**config.mk**
```make
export PLATFORM = sky130hd
export DESIGN_NAME = best_fit_heap_allocator_unit
export DESIGN_NICKNAME = d
export VERILOG_FILES = /design/src/design/bfha_pkg.sv /design/src/design/bfha_ram.sv /design/src/design/best_fit_heap_allocator_unit.sv
export SDC_FILE = /design/constraint.sdc
export NUM_CORES = 2
export LEC_CHECK = 0
export ABC_AREA = 1
export BUFFER_PORTS_ARGS = -buffer_cell sky130_fd_sc_hd__buf_2
export CAP_MARGIN = 20
export CORE_MARGIN = 2
export CORE_UTILIZATION = 45
export DETAILED_ROUTE_END_ITERATION = 6
export GPL_ROUTABILITY_DRIVEN = 0
export PLACE_DENSITY = 0.69
export SETUP_SLACK_MARGIN = 0.4
export SYNTH_ARGS = -nofsm -noshare
export SYNTH_HDL_FRONTEND = slang
export SYNTH_SLANG_ARGS = --single-unit
```
**constraint.sdc**
```tcl
create_clock -name clock -period 16.3 [get_ports clock]
set_input_delay 0.815 -clock clock [delete_from_list [all_inputs] [get_ports clock]]
set_output_delay 0.815 -clock clock [all_outputs]
set_load 0.005 [all_outputs]
```
**src/design/bfha_pkg.sv**
```systemverilog
// Shared types and codes for the best-fit heap allocator.
// No dependencies.
package bfha_pkg;

   typedef enum logic [3:0] {
      ST_IDLE,
      ST_SCAN,
      ST_A_DECIDE,
      ST_SHUP,
      ST_INS_WR,
      ST_F_MARK,
      ST_F_PREV_CHK,
      ST_F_NEXT_RD,
      ST_F_NEXT_CHK,
      ST_SHDN,
      ST_RESP
   } state_type;

   typedef enum logic [1:0] {
      STS_OK        = 2'd0,
      STS_EXHAUSTED = 2'd1,
      STS_TABLE_FULL = 2'd2,
      STS_BAD_FREE  = 2'd3
   } status_type;

   localparam logic OP_ALLOC = 1'b0;
   localparam logic OP_FREE  = 1'b1;

   localparam logic CSR_HEADER_BYTES = 1'b0;
   localparam logic CSR_HEAP_LIMIT   = 1'b1;

   localparam logic [6:0]  HEADER_RESET = 7'd32;
   localparam logic [20:0] LIMIT_RESET  = 21'h100000;

endpackage

```
**src/design/bfha_ram.sv**
```systemverilog
// Generic single-write, single-read RAM with registered read data.
// No dependencies.
module bfha_ram #(
   parameter int WIDTH = 41,
   parameter int DEPTH = 64
) (
   input  logic                     clock,
   input  logic                     wr_en,
   input  logic [$clog2(DEPTH)-1:0] wr_addr,
   input  logic [WIDTH-1:0]         wr_data,
   input  logic [$clog2(DEPTH)-1:0] rd_addr,
   output logic [WIDTH-1:0]         rd_data
);

   logic [WIDTH-1:0] mem_ff [DEPTH];
   logic [WIDTH-1:0] rd_data_ff;

   always_ff @(posedge clock) begin
      if (wr_en) begin
         mem_ff[wr_addr] <= wr_data;
      end
      rd_data_ff <= mem_ff[rd_addr];
   end

   assign rd_data = rd_data_ff;

endmodule

```
**src/design/best_fit_heap_allocator_unit.sv**
```systemverilog
// Top level of the best-fit heap allocator: control sequencer and segment table.
// Depends on bfha_pkg and bfha_ram.
//
//   port group   dir   handshake            payload
//   req_*        in    req_valid/req_stall  operation, request_size, payload_address
//   rsp_*        out   rsp_valid/rsp_stall  granted_address, status
//   csr_*        in    csr_write            csr_index, csr_wdata
//
// One word at a time. A word takes a table scan over the live segments, one RAM read per
// cycle, stopping early on a hit, then a table shift on each insert or merge, and decode
// and write-back, all through the single read port of the segment RAM.
// Reset is synchronous and needs no table clearing; the table starts empty.
// A finished result waits in the output register while the next word is taken.
module best_fit_heap_allocator_unit #(
   parameter int SEGMENTS  = 64,
   parameter int ADDR_BITS = 20
) (
   input  logic        clock,
   input  logic        reset,
   input  logic        req_valid,
   output logic        req_stall,
   input  logic        req_operation,
   input  logic [19:0] req_request_size,
   input  logic [19:0] req_payload_address,
   output logic        rsp_valid,
   input  logic        rsp_stall,
   output logic [19:0] rsp_granted_address,
   output logic [1:0]  rsp_status,
   input  logic        csr_write,
   input  logic        csr_index,
   input  logic [20:0] csr_wdata
);

   localparam int IW = $clog2(SEGMENTS);
   localparam int CW = $clog2(SEGMENTS + 1);
   localparam int AB = ADDR_BITS;
   localparam int EW = 2 * AB + 1;
   localparam int LW = ((AB > 21) ? AB : 21) + 3;

   localparam logic [LW-1:0] MASK_W = LW'((64'd1 << AB) - 64'd1);
   localparam logic [LW-1:0] CAP_W  = LW'(64'd1 << AB);

   bfha_pkg::state_type state_ff, state_in;

   logic [6:0]    header_ff, header_in;
   logic [20:0]   limit_ff, limit_in;
   logic [CW-1:0] count_ff, count_in;
   logic [AB:0]   break_ff, break_in;

   logic          op_ff, op_in;
   logic [LW-1:0] reqsz_ff, reqsz_in;
   logic [LW-1:0] addr_ff, addr_in;

   logic [CW-1:0] issue_ff, issue_in;
   logic          chk_vld_ff, chk_vld_in;
   logic [IW-1:0] chk_idx_ff, chk_idx_in;

   logic          best_vld_ff, best_vld_in;
   logic [IW-1:0] best_idx_ff, best_idx_in;
   logic [AB-1:0] best_start_ff, best_start_in;
   logic [AB-1:0] best_size_ff, best_size_in;

   logic [IW-1:0] cur_idx_ff, cur_idx_in;
   logic [AB-1:0] cur_start_ff, cur_start_in;
   logic [AB-1:0] cur_size_ff, cur_size_in;

   logic [CW-1:0] pos_ff, pos_in;
   logic          pend_ff, pend_in;
   logic [IW-1:0] pend_idx_ff, pend_idx_in;
   logic [EW-1:0] new_ff, new_in;
   logic          ret_next_ff, ret_next_in;

   logic [19:0]   res_grant_ff, res_grant_in;
   logic [1:0]    res_status_ff, res_status_in;

   logic          rsp_valid_ff, rsp_valid_in;
   logic [19:0]   rsp_grant_ff, rsp_grant_in;
   logic [1:0]    rsp_status_ff, rsp_status_in;

   logic          ram_we;
   logic [IW-1:0] ram_waddr;
   logic [EW-1:0] ram_wdata;
   logic [IW-1:0] ram_raddr;
   logic [EW-1:0] ram_rdata;

   bfha_ram #(.WIDTH(EW), .DEPTH(SEGMENTS)) u_table (
      .clock   (clock),
      .wr_en   (ram_we),
      .wr_addr (ram_waddr),
      .wr_data (ram_wdata),
      .rd_addr (ram_raddr),
      .rd_data (ram_rdata)
   );

   // read-back fields
   logic [AB-1:0] rd_start, rd_size;
   logic          rd_free;
   logic [LW-1:0] hw, rd_start_w, rd_size_w, best_size_w, best_start_w;
   logic [LW-1:0] cur_end_w, lim_w, nb_w, bh_w, keep_w, tail_w;
   logic          accept, cand, exact, better, fhit, scan_stop, scan_end;
   logic          split, grow_bad, full, prev_merge, next_merge, shup_done, shdn_done;
   logic          rsp_free;

   assign rd_start     = ram_rdata[AB-1:0];
   assign rd_size      = ram_rdata[2*AB-1:AB];
   assign rd_free      = ram_rdata[2*AB];
   assign hw           = LW'(header_ff);
   assign rd_start_w   = LW'(rd_start);
   assign rd_size_w    = LW'(rd_size);
   assign best_size_w  = LW'(best_size_ff);
   assign best_start_w = LW'(best_start_ff);
   assign cur_end_w    = LW'(cur_start_ff) + hw + LW'(cur_size_ff);

   assign accept    = (state_ff == bfha_pkg::ST_IDLE) && req_valid;
   assign cand      = rd_free && (rd_size_w >= reqsz_ff);
   assign exact     = cand && (rd_size_w == reqsz_ff);
   assign better    = cand && (!best_vld_ff || (rd_size < best_size_ff));
   assign fhit      = !rd_free && ((rd_start_w + hw) == addr_ff);
   assign scan_stop = chk_vld_ff && ((op_ff == bfha_pkg::OP_ALLOC) ? exact : fhit);
   assign scan_end  = scan_stop || ((issue_ff == count_ff) && !chk_vld_ff);

   assign lim_w    = (LW'(limit_ff) > CAP_W) ? CAP_W : LW'(limit_ff);
   assign bh_w     = LW'(break_ff) + hw;
   assign nb_w     = bh_w + reqsz_ff;
   assign grow_bad = (nb_w > lim_w) || (bh_w > MASK_W);
   assign full     = (count_ff >= CW'(SEGMENTS));
   assign split    = best_size_w > (hw + reqsz_ff);
   assign keep_w   = best_size_w - reqsz_ff - hw;
   assign tail_w   = best_start_w + hw + keep_w;

   // prev entry sits before cur; next entry sits after cur
   assign prev_merge = rd_free && ((rd_start_w + hw + rd_size_w) == LW'(cur_start_ff));
   assign next_merge = rd_free && (cur_end_w == rd_start_w);
   assign shup_done  = (issue_ff == pos_ff) && !pend_ff;
   assign shdn_done  = (issue_ff == count_ff) && !pend_ff;
   assign rsp_free   = !rsp_valid_ff || !rsp_stall;

   // next state
   always_comb begin
      state_in = state_ff;
      case (state_ff)
         bfha_pkg::ST_IDLE: begin
            if (req_valid) begin
               if ((req_operation == bfha_pkg::OP_FREE)
                   && ((LW'(req_payload_address) & MASK_W) == '0)) begin
                  state_in = bfha_pkg::ST_RESP;
               end else begin
                  state_in = bfha_pkg::ST_SCAN;
               end
            end
         end
         bfha_pkg::ST_SCAN: begin
            if (scan_end) begin
               if (op_ff == bfha_pkg::OP_ALLOC) begin
                  state_in = bfha_pkg::ST_A_DECIDE;
               end else if (scan_stop) begin
                  state_in = bfha_pkg::ST_F_MARK;
               end else begin
                  state_in = bfha_pkg::ST_RESP;
               end
            end
         end
         bfha_pkg::ST_A_DECIDE: begin
            if (best_vld_ff) begin
               if (split && !full) begin
                  state_in = bfha_pkg::ST_SHUP;
               end else begin
                  state_in = bfha_pkg::ST_RESP;
               end
            end else if (grow_bad || full) begin
               state_in = bfha_pkg::ST_RESP;
            end else begin
               state_in = bfha_pkg::ST_SHUP;
            end
         end
         bfha_pkg::ST_SHUP: begin
            if (shup_done) begin
               state_in = bfha_pkg::ST_INS_WR;
            end
         end
         bfha_pkg::ST_INS_WR: state_in = bfha_pkg::ST_RESP;
         bfha_pkg::ST_F_MARK: begin
            if (cur_idx_ff != '0) begin
               state_in = bfha_pkg::ST_F_PREV_CHK;
            end else begin
               state_in = bfha_pkg::ST_F_NEXT_RD;
            end
         end
         bfha_pkg::ST_F_PREV_CHK: begin
            if (prev_merge) begin
               state_in = bfha_pkg::ST_SHDN;
            end else begin
               state_in = bfha_pkg::ST_F_NEXT_RD;
            end
         end
         bfha_pkg::ST_F_NEXT_RD: begin
            if ((CW'(cur_idx_ff) + CW'(1)) < count_ff) begin
               state_in = bfha_pkg::ST_F_NEXT_CHK;
            end else begin
               state_in = bfha_pkg::ST_RESP;
            end
         end
         bfha_pkg::ST_F_NEXT_CHK: begin
            if (next_merge) begin
               state_in = bfha_pkg::ST_SHDN;
            end else begin
               state_in = bfha_pkg::ST_RESP;
            end
         end
         bfha_pkg::ST_SHDN: begin
            if (shdn_done) begin
               state_in = ret_next_ff ? bfha_pkg::ST_F_NEXT_RD : bfha_pkg::ST_RESP;
            end
         end
         bfha_pkg::ST_RESP: begin
            if (rsp_free) begin
               state_in = bfha_pkg::ST_IDLE;
            end
         end
         default: state_in = bfha_pkg::ST_IDLE;
      endcase
   end

   // datapath and RAM control
   always_comb begin
      header_in     = header_ff;
      limit_in      = limit_ff;
      count_in      = count_ff;
      break_in      = break_ff;
      op_in         = op_ff;
      reqsz_in      = reqsz_ff;
      addr_in       = addr_ff;
      issue_in      = issue_ff;
      chk_vld_in    = 1'b0;
      chk_idx_in    = chk_idx_ff;
      best_vld_in   = best_vld_ff;
      best_idx_in   = best_idx_ff;
      best_start_in = best_start_ff;
      best_size_in  = best_size_ff;
      cur_idx_in    = cur_idx_ff;
      cur_start_in  = cur_start_ff;
      cur_size_in   = cur_size_ff;
      pos_in        = pos_ff;
      pend_in       = 1'b0;
      pend_idx_in   = pend_idx_ff;
      new_in        = new_ff;
      ret_next_in   = ret_next_ff;
      res_grant_in  = res_grant_ff;
      res_status_in = res_status_ff;
      rsp_valid_in  = rsp_valid_ff && rsp_stall;
      rsp_grant_in  = rsp_grant_ff;
      rsp_status_in = rsp_status_ff;
      ram_we        = 1'b0;
      ram_waddr     = '0;
      ram_wdata     = '0;
      ram_raddr     = '0;

      if (csr_write) begin
         if (csr_index == bfha_pkg::CSR_HEADER_BYTES) begin
            header_in = csr_wdata[6:0];
         end else begin
            limit_in = csr_wdata;
         end
      end

      case (state_ff)
         bfha_pkg::ST_IDLE: begin
            if (accept) begin
               op_in         = req_operation;
               reqsz_in      = LW'(req_request_size) & MASK_W;
               addr_in       = LW'(req_payload_address) & MASK_W;
               issue_in      = '0;
               best_vld_in   = 1'b0;
               res_grant_in  = '0;
               res_status_in = bfha_pkg::STS_OK;
            end
         end
         bfha_pkg::ST_SCAN: begin
            if (issue_ff < count_ff) begin
               ram_raddr  = issue_ff[IW-1:0];
               issue_in   = issue_ff + CW'(1);
               chk_vld_in = 1'b1;
               chk_idx_in = issue_ff[IW-1:0];
            end
            if (chk_vld_ff) begin
               if (op_ff == bfha_pkg::OP_ALLOC) begin
                  if (exact || better) begin
                     best_vld_in   = 1'b1;
                     best_idx_in   = chk_idx_ff;
                     best_start_in = rd_start;
                     best_size_in  = rd_size;
                  end
               end else if (fhit) begin
                  cur_idx_in   = chk_idx_ff;
                  cur_start_in = rd_start;
                  cur_size_in  = rd_size;
               end
            end
            if (scan_end && (op_ff == bfha_pkg::OP_FREE) && !scan_stop) begin
               res_status_in = bfha_pkg::STS_BAD_FREE;
            end
         end
         bfha_pkg::ST_A_DECIDE: begin
            if (best_vld_ff) begin
               if (split) begin
                  if (full) begin
                     res_status_in = bfha_pkg::STS_TABLE_FULL;
                  end else begin
                     ram_we       = 1'b1;
                     ram_waddr    = best_idx_ff;
                     ram_wdata    = {1'b1, keep_w[AB-1:0], best_start_ff};
                     pos_in       = CW'(best_idx_ff) + CW'(1);
                     issue_in     = count_ff;
                     new_in       = {1'b0, reqsz_ff[AB-1:0], tail_w[AB-1:0]};
                     res_grant_in = 20'((tail_w + hw) & MASK_W);
                  end
               end else begin
                  ram_we       = 1'b1;
                  ram_waddr    = best_idx_ff;
                  ram_wdata    = {1'b0, best_size_ff, best_start_ff};
                  res_grant_in = 20'((best_start_w + hw) & MASK_W);
               end
            end else if (grow_bad) begin
               res_status_in = bfha_pkg::STS_EXHAUSTED;
            end else if (full) begin
               res_status_in = bfha_pkg::STS_TABLE_FULL;
            end else begin
               pos_in       = count_ff;
               issue_in     = count_ff;
               new_in       = {1'b0, reqsz_ff[AB-1:0], break_ff[AB-1:0]};
               res_grant_in = 20'(bh_w);
               break_in     = nb_w[AB:0];
            end
         end
         bfha_pkg::ST_SHUP: begin
            // read entry j while writing the one read last cycle to j+1
            if (issue_ff > pos_ff) begin
               ram_raddr   = IW'(issue_ff - CW'(1));
               issue_in    = issue_ff - CW'(1);
               pend_in     = 1'b1;
               pend_idx_in = IW'(issue_ff - CW'(1));
            end
            if (pend_ff) begin
               ram_we    = 1'b1;
               ram_waddr = pend_idx_ff + IW'(1);
               ram_wdata = ram_rdata;
            end
         end
         bfha_pkg::ST_INS_WR: begin
            ram_we    = 1'b1;
            ram_waddr = pos_ff[IW-1:0];
            ram_wdata = new_ff;
            count_in  = count_ff + CW'(1);
         end
         bfha_pkg::ST_F_MARK: begin
            ram_we    = 1'b1;
            ram_waddr = cur_idx_ff;
            ram_wdata = {1'b1, cur_size_ff, cur_start_ff};
            ram_raddr = cur_idx_ff - IW'(1);
         end
         bfha_pkg::ST_F_PREV_CHK: begin
            if (prev_merge) begin
               ram_we       = 1'b1;
               ram_waddr    = cur_idx_ff - IW'(1);
               ram_wdata    = {1'b1, AB'(rd_size_w + hw + LW'(cur_size_ff)), rd_start};
               cur_idx_in   = cur_idx_ff - IW'(1);
               cur_start_in = rd_start;
               cur_size_in  = AB'(rd_size_w + hw + LW'(cur_size_ff));
               issue_in     = CW'(cur_idx_ff) + CW'(1);
               ret_next_in  = 1'b1;
            end
         end
         bfha_pkg::ST_F_NEXT_RD: begin
            ram_raddr = cur_idx_ff + IW'(1);
         end
         bfha_pkg::ST_F_NEXT_CHK: begin
            if (next_merge) begin
               ram_we      = 1'b1;
               ram_waddr   = cur_idx_ff;
               ram_wdata   = {1'b1, AB'(LW'(cur_size_ff) + hw + rd_size_w), cur_start_ff};
               cur_size_in = AB'(LW'(cur_size_ff) + hw + rd_size_w);
               issue_in    = CW'(cur_idx_ff) + CW'(2);
               ret_next_in = 1'b0;
            end
         end
         bfha_pkg::ST_SHDN: begin
            // read entry j while writing the one read last cycle to j-1
            if (issue_ff < count_ff) begin
               ram_raddr   = issue_ff[IW-1:0];
               issue_in    = issue_ff + CW'(1);
               pend_in     = 1'b1;
               pend_idx_in = issue_ff[IW-1:0];
            end
            if (pend_ff) begin
               ram_we    = 1'b1;
               ram_waddr = pend_idx_ff - IW'(1);
               ram_wdata = ram_rdata;
            end
            if (shdn_done) begin
               count_in = count_ff - CW'(1);
            end
         end
         bfha_pkg::ST_RESP: begin
            if (rsp_free) begin
               rsp_valid_in  = 1'b1;
               rsp_grant_in  = res_grant_ff;
               rsp_status_in = res_status_ff;
            end
         end
         default: begin
         end
      endcase
   end

   always_ff @(posedge clock) begin
      if (reset) begin
         state_ff     <= bfha_pkg::ST_IDLE;
         header_ff    <= bfha_pkg::HEADER_RESET;
         limit_ff     <= bfha_pkg::LIMIT_RESET;
         count_ff     <= '0;
         break_ff     <= '0;
         chk_vld_ff   <= 1'b0;
         best_vld_ff  <= 1'b0;
         pend_ff      <= 1'b0;
         rsp_valid_ff <= 1'b0;
      end else begin
         state_ff     <= state_in;
         header_ff    <= header_in;
         limit_ff     <= limit_in;
         count_ff     <= count_in;
         break_ff     <= break_in;
         chk_vld_ff   <= chk_vld_in;
         best_vld_ff  <= best_vld_in;
         pend_ff      <= pend_in;
         rsp_valid_ff <= rsp_valid_in;
      end
   end

   always_ff @(posedge clock) begin
      op_ff         <= op_in;
      reqsz_ff      <= reqsz_in;
      addr_ff       <= addr_in;
      issue_ff      <= issue_in;
      chk_idx_ff    <= chk_idx_in;
      best_idx_ff   <= best_idx_in;
      best_start_ff <= best_start_in;
      best_size_ff  <= best_size_in;
      cur_idx_ff    <= cur_idx_in;
      cur_start_ff  <= cur_start_in;
      cur_size_ff   <= cur_size_in;
      pos_ff        <= pos_in;
      pend_idx_ff   <= pend_idx_in;
      new_ff        <= new_in;
      ret_next_ff   <= ret_next_in;
      res_grant_ff  <= res_grant_in;
      res_status_ff <= res_status_in;
      rsp_grant_ff  <= rsp_grant_in;
      rsp_status_ff <= rsp_status_in;
   end

   assign req_stall           = (state_ff != bfha_pkg::ST_IDLE);
   assign rsp_valid           = rsp_valid_ff;
   assign rsp_granted_address = rsp_grant_ff;
   assign rsp_status          = rsp_status_ff;

   a_count_bound: assert property (@(posedge clock) disable iff (reset)
      count_ff <= CW'(SEGMENTS))
      else $error("segment count above table depth");

   a_break_grows: assert property (@(posedge clock) disable iff (reset)
      !$past(reset) |-> break_ff >= $past(break_ff))
      else $error("heap break shrank");

   a_fail_no_grant: assert property (@(posedge clock) disable iff (reset)
      rsp_valid_ff && (rsp_status_ff != bfha_pkg::STS_OK) |-> rsp_grant_ff == '0)
      else $error("grant on a failed word");

   a_idle_clean: assert property (@(posedge clock) disable iff (reset)
      (state_ff == bfha_pkg::ST_IDLE) |-> !pend_ff)
      else $error("shift pending while idle");

endmodule
```
==> run_results.csv <==
group,metric,value,unit
clocking,postCtsResizedCells,0,
global_routing,grt_max_degree,227,
routing,dr.first_iter.drc_count,14714,
power,powerDensity,158,nW/µm²
routing,ant_nets,0,
status,violations,"DRC",
routing,wl_per_cell,24.3,µm
sta,period_minus_slack,7.73,ns
sta,skew,0.128,ns
logic_synthesis,netlist.area_leader.share,63.3,%
clocking,cts.reportedPaths.clkPinSlew,0.06,ns
sta,setup_viol,0,
clocking,clkLatencyLatePin,0.94,ns
sta,slew_headroom,7.01,%
die,die_height,554,µm
logic_synthesis,ys_seq_area_share,64.8,%
logic_synthesis,syn_nets,12782,
setup_path,required,16.82,ns
placement,pre_cts_ws,8.74,ns
clocking,cts_num_sinks,2973,
final_layout,nFillCells,25977,
sta,maxSlewViolCount,0,
clocking,cts_buffers,311,
status,status,"finished, violations left",
setup_path,endpoint_kind,"flip-flop",
die,core_area,300000,µm²
job,cap_violations,0,
logic_synthesis,synth_cells,12369,
placement,numPortBuffers,91,
logic_synthesis,synth.most_common_cell,"edfxtp_1",
power,ir_worst_vdd,0.000157,V
sta,tns,0,ns
logic_synthesis,ys_ff_latch,2973,
setup_path,cp.arrival,8.26,ns
setup_path,path_class,"flip-flop to flip-flop",
logic_synthesis,yosysWarnings,0,
min_path,hp-class,"input port to flip-flop",
logic_synthesis,synth_top_area_cell,"edfxtp_1",
clocking,cts_tree,"built",
clocking,hold_buffers,0,
setup_path,cp-start-kind,"flip-flop",
sta,rsz0062_at_grt,"false",
setup_path,rrSetupSlack,8.57,ns
global_routing,grt_overflow,0,
setup_path,max_stage_delay,0.69,ns
clocking,clockBufferDepth,4,
logic_synthesis,synth_edf_count,2868,
setup_path,crit_family,"simple AND/OR/NAND/NOR gates",
routing,viasPerCell,5.84,
setup_path,path_buf_inv,4,
sta,period_share,47.4,%
clocking,htree_levels,5,
logic_synthesis,postSynth.asyncResetShare,0,%
logic_synthesis,syn_area_per_cell,11.0,µm²
global_routing,antenna_found_initial,15,
die,die-area,307000,µm²
die,start_util,45.3,%
clocking,cts_root_buf,"clkbuf_16",
routing,vias,96605,
setup_path,cp_max_fo,35,
final_layout,nNetsFinal,12746,
die,die_width,554,µm
global_routing,grt_pass1_vias,90168,
final_layout,drive_above_1_share,7.80,%
logic_synthesis,synth.distinct_cells,71,
global_routing,grt_pass1_wl,587000,µm
logic_synthesis,netlist_area,136000,µm²
logic_synthesis,synth_flop_cell,"edfxtp_1",
power,p_leak,53.9,nW
global_routing,grt_usage,25.5,%
setup_path,cpMaxStageDelayCell,"buf_4",
die,num_io_pins,92,
routing,drt_wl_total,402000,µm
placement,place.detailed.hpwl,236000,µm
setup_path,crit_top_cell,"nand2_1",
routing,drc_errors,2,
sta,max_slew.worst_pin.slew,1.39,ns
routing,dr.pass1.iters,7,
sta,timing.fmax,0.129,GHz
clocking,cts_setup_buffers,0,
sta,setup_ws,8.57,ns
logic_synthesis,synth.area.top_cells,"edfxtp_1 (63%), nand3_1 (5.3%), nor2_1 (4.6%), nand2_1 (4.4%), o211ai_1 (3.8%)",
die,rows,201,
final_layout,syn_to_final_growth,10.9,%
sta,hold_viol,0,
logic_synthesis,synthTopCellsByCount,"edfxtp_1 (2868), nor2_1 (1665), nand2_1 (1601)",
sequential cells by signal (all words and copies together) (netlist names), 21 cells and up:
signal / count
limit_ff: 21
u_table.mem_ff: 2624
break_ff: 21
u_table.rd_data: 41
new_ff: 40
stage by stage:
step / instances / total power, mW / utilization, % / area (µm²) / hold slack (ns)
after floorplan: 12369 / 14.3 / - / 136000 / 0.400
after global placement: 15975 / 16.6 / 46.9 / 141000 / 0.403
after detailed placement: 15975 / 16.7 / 46.9 / 141000 / 0.405
after CTS: 16530 / 23.6 / 50.2 / 151000 / 0.116
after global routing: 16535 / 24.8 / 50.2 / 151000 / 0.141
final: 16539 / 23.8 / 50.2 / 151000 / 0.152
report_power, final:
| group | switching, mW | leakage [nW] | internal, mW | total [mW] |
|---|---|---|---|---|
| Clock | 2.97 | 4.81 | 4.00 | 6.97 |
| Combinational | 5.31 | 24.4 | 2.21 | 7.52 |
| Sequential | 0.419 | 24.7 | 8.85 | 9.27 |
| Total | 8.70 | 53.9 | 15.1 | 23.8 |
kinds of logic (layout without fill, tap and decap cells):
kind of cell / after synthesis / count (layout) / share of synthesized area, %
simple gates: 5050 / 5050 / 16.1
xor+xnor: 188 / 188 / 1.21
flops: 2973 / 2973 / 64.8
buf+inv: 1815 / 2021 / 5.55
fa+ha+maj: 345 / 345 / 3.35
mux: 1 / 1 / 0.00736
other cells: 0 / 6 / 0
compound gates: 1997 / 1997 / 8.99
path summary, 6_finish.rpt:
| kind | from | to | cells after the start |
|---|---|---|---|
| worst max-delay path | header_ff[2]$_SDFFE_PP0P_ | u_table.mem_ff[8][8]$_DFFE_PP_ | 31 |
| worst min-delay path | req_request_size[0] | reqsz_ff[0]$_DFFE_PP_ | 1 |
| worst max register to register | header_ff[2]$_SDFFE_PP0P_ | u_table.mem_ff[8][8]$_DFFE_PP_ | 31 |
| worst min register to register | res_grant_ff[3]$_SDFFCE_PN0P_ | rsp_granted_address[3]$_DFFE_PP_ | 0 |
cell type report:
type                       count  area, µm²  area share (%)
clock buffer                 390       8270            5.48
timing repair buffer         292       2120            1.40
multi-input combinational   7581      41300            27.3
tap                         3958       4950            3.28
inverter                    1174       4450            2.95
clock inverter               165       1590            1.05
sequential                  2973      88200            58.5
antenna                        6       15.0         0.00995
layer usage:
layer	track usage, %	share of wire (%)	up-vias
met3	5.88	11	887
met4	10.2	4.2	6
li1	-	-	43685
met2	38.9	45	5401
met1	35.1	40	46626
met5	0	0.016	-
worst reg2reg max path: cells and delay by family (launching register included):
family / cells / cell delay (ns)
simple gates: 18 / 3.75
buf+inv: 4 / 1.14
compound gates: 7 / 1.08
flops: 1 / 0.64
fa+ha+maj: 2 / 0.71
cell usage in the layout, fill, tap and decap left out, types with 32 or more instances in the layout:
| cell type | instances |
|---|---|
| nand4_1 | 106 |
| edfxtp_1 | 2868 |
| or2_1 | 41 |
| nand2_1 | 1594 |
| clkinv_1 | 62 |
| clkbuf_1 | 67 |
| ha_1 | 313 |
| nor3_1 | 40 |
| nor2_1 | 1596 |
| a21oi_1 | 270 |
| dfxtp_1 | 105 |
| buf_4 | 190 |
| nor2_4 | 83 |
| o211ai_1 | 687 |
| inv_1 | 1138 |
| xnor2_1 | 50 |
| buf_2 | 91 |
| clkbuf_16 | 317 |
| xor2_1 | 138 |
| o21ai_0 | 563 |
| or2_2 | 47 |
| fa_1 | 32 |
| nand3_1 | 1434 |
| o21ai_1 | 285 |
| clkinv_2 | 53 |
(Power assumes the default switching activity.)
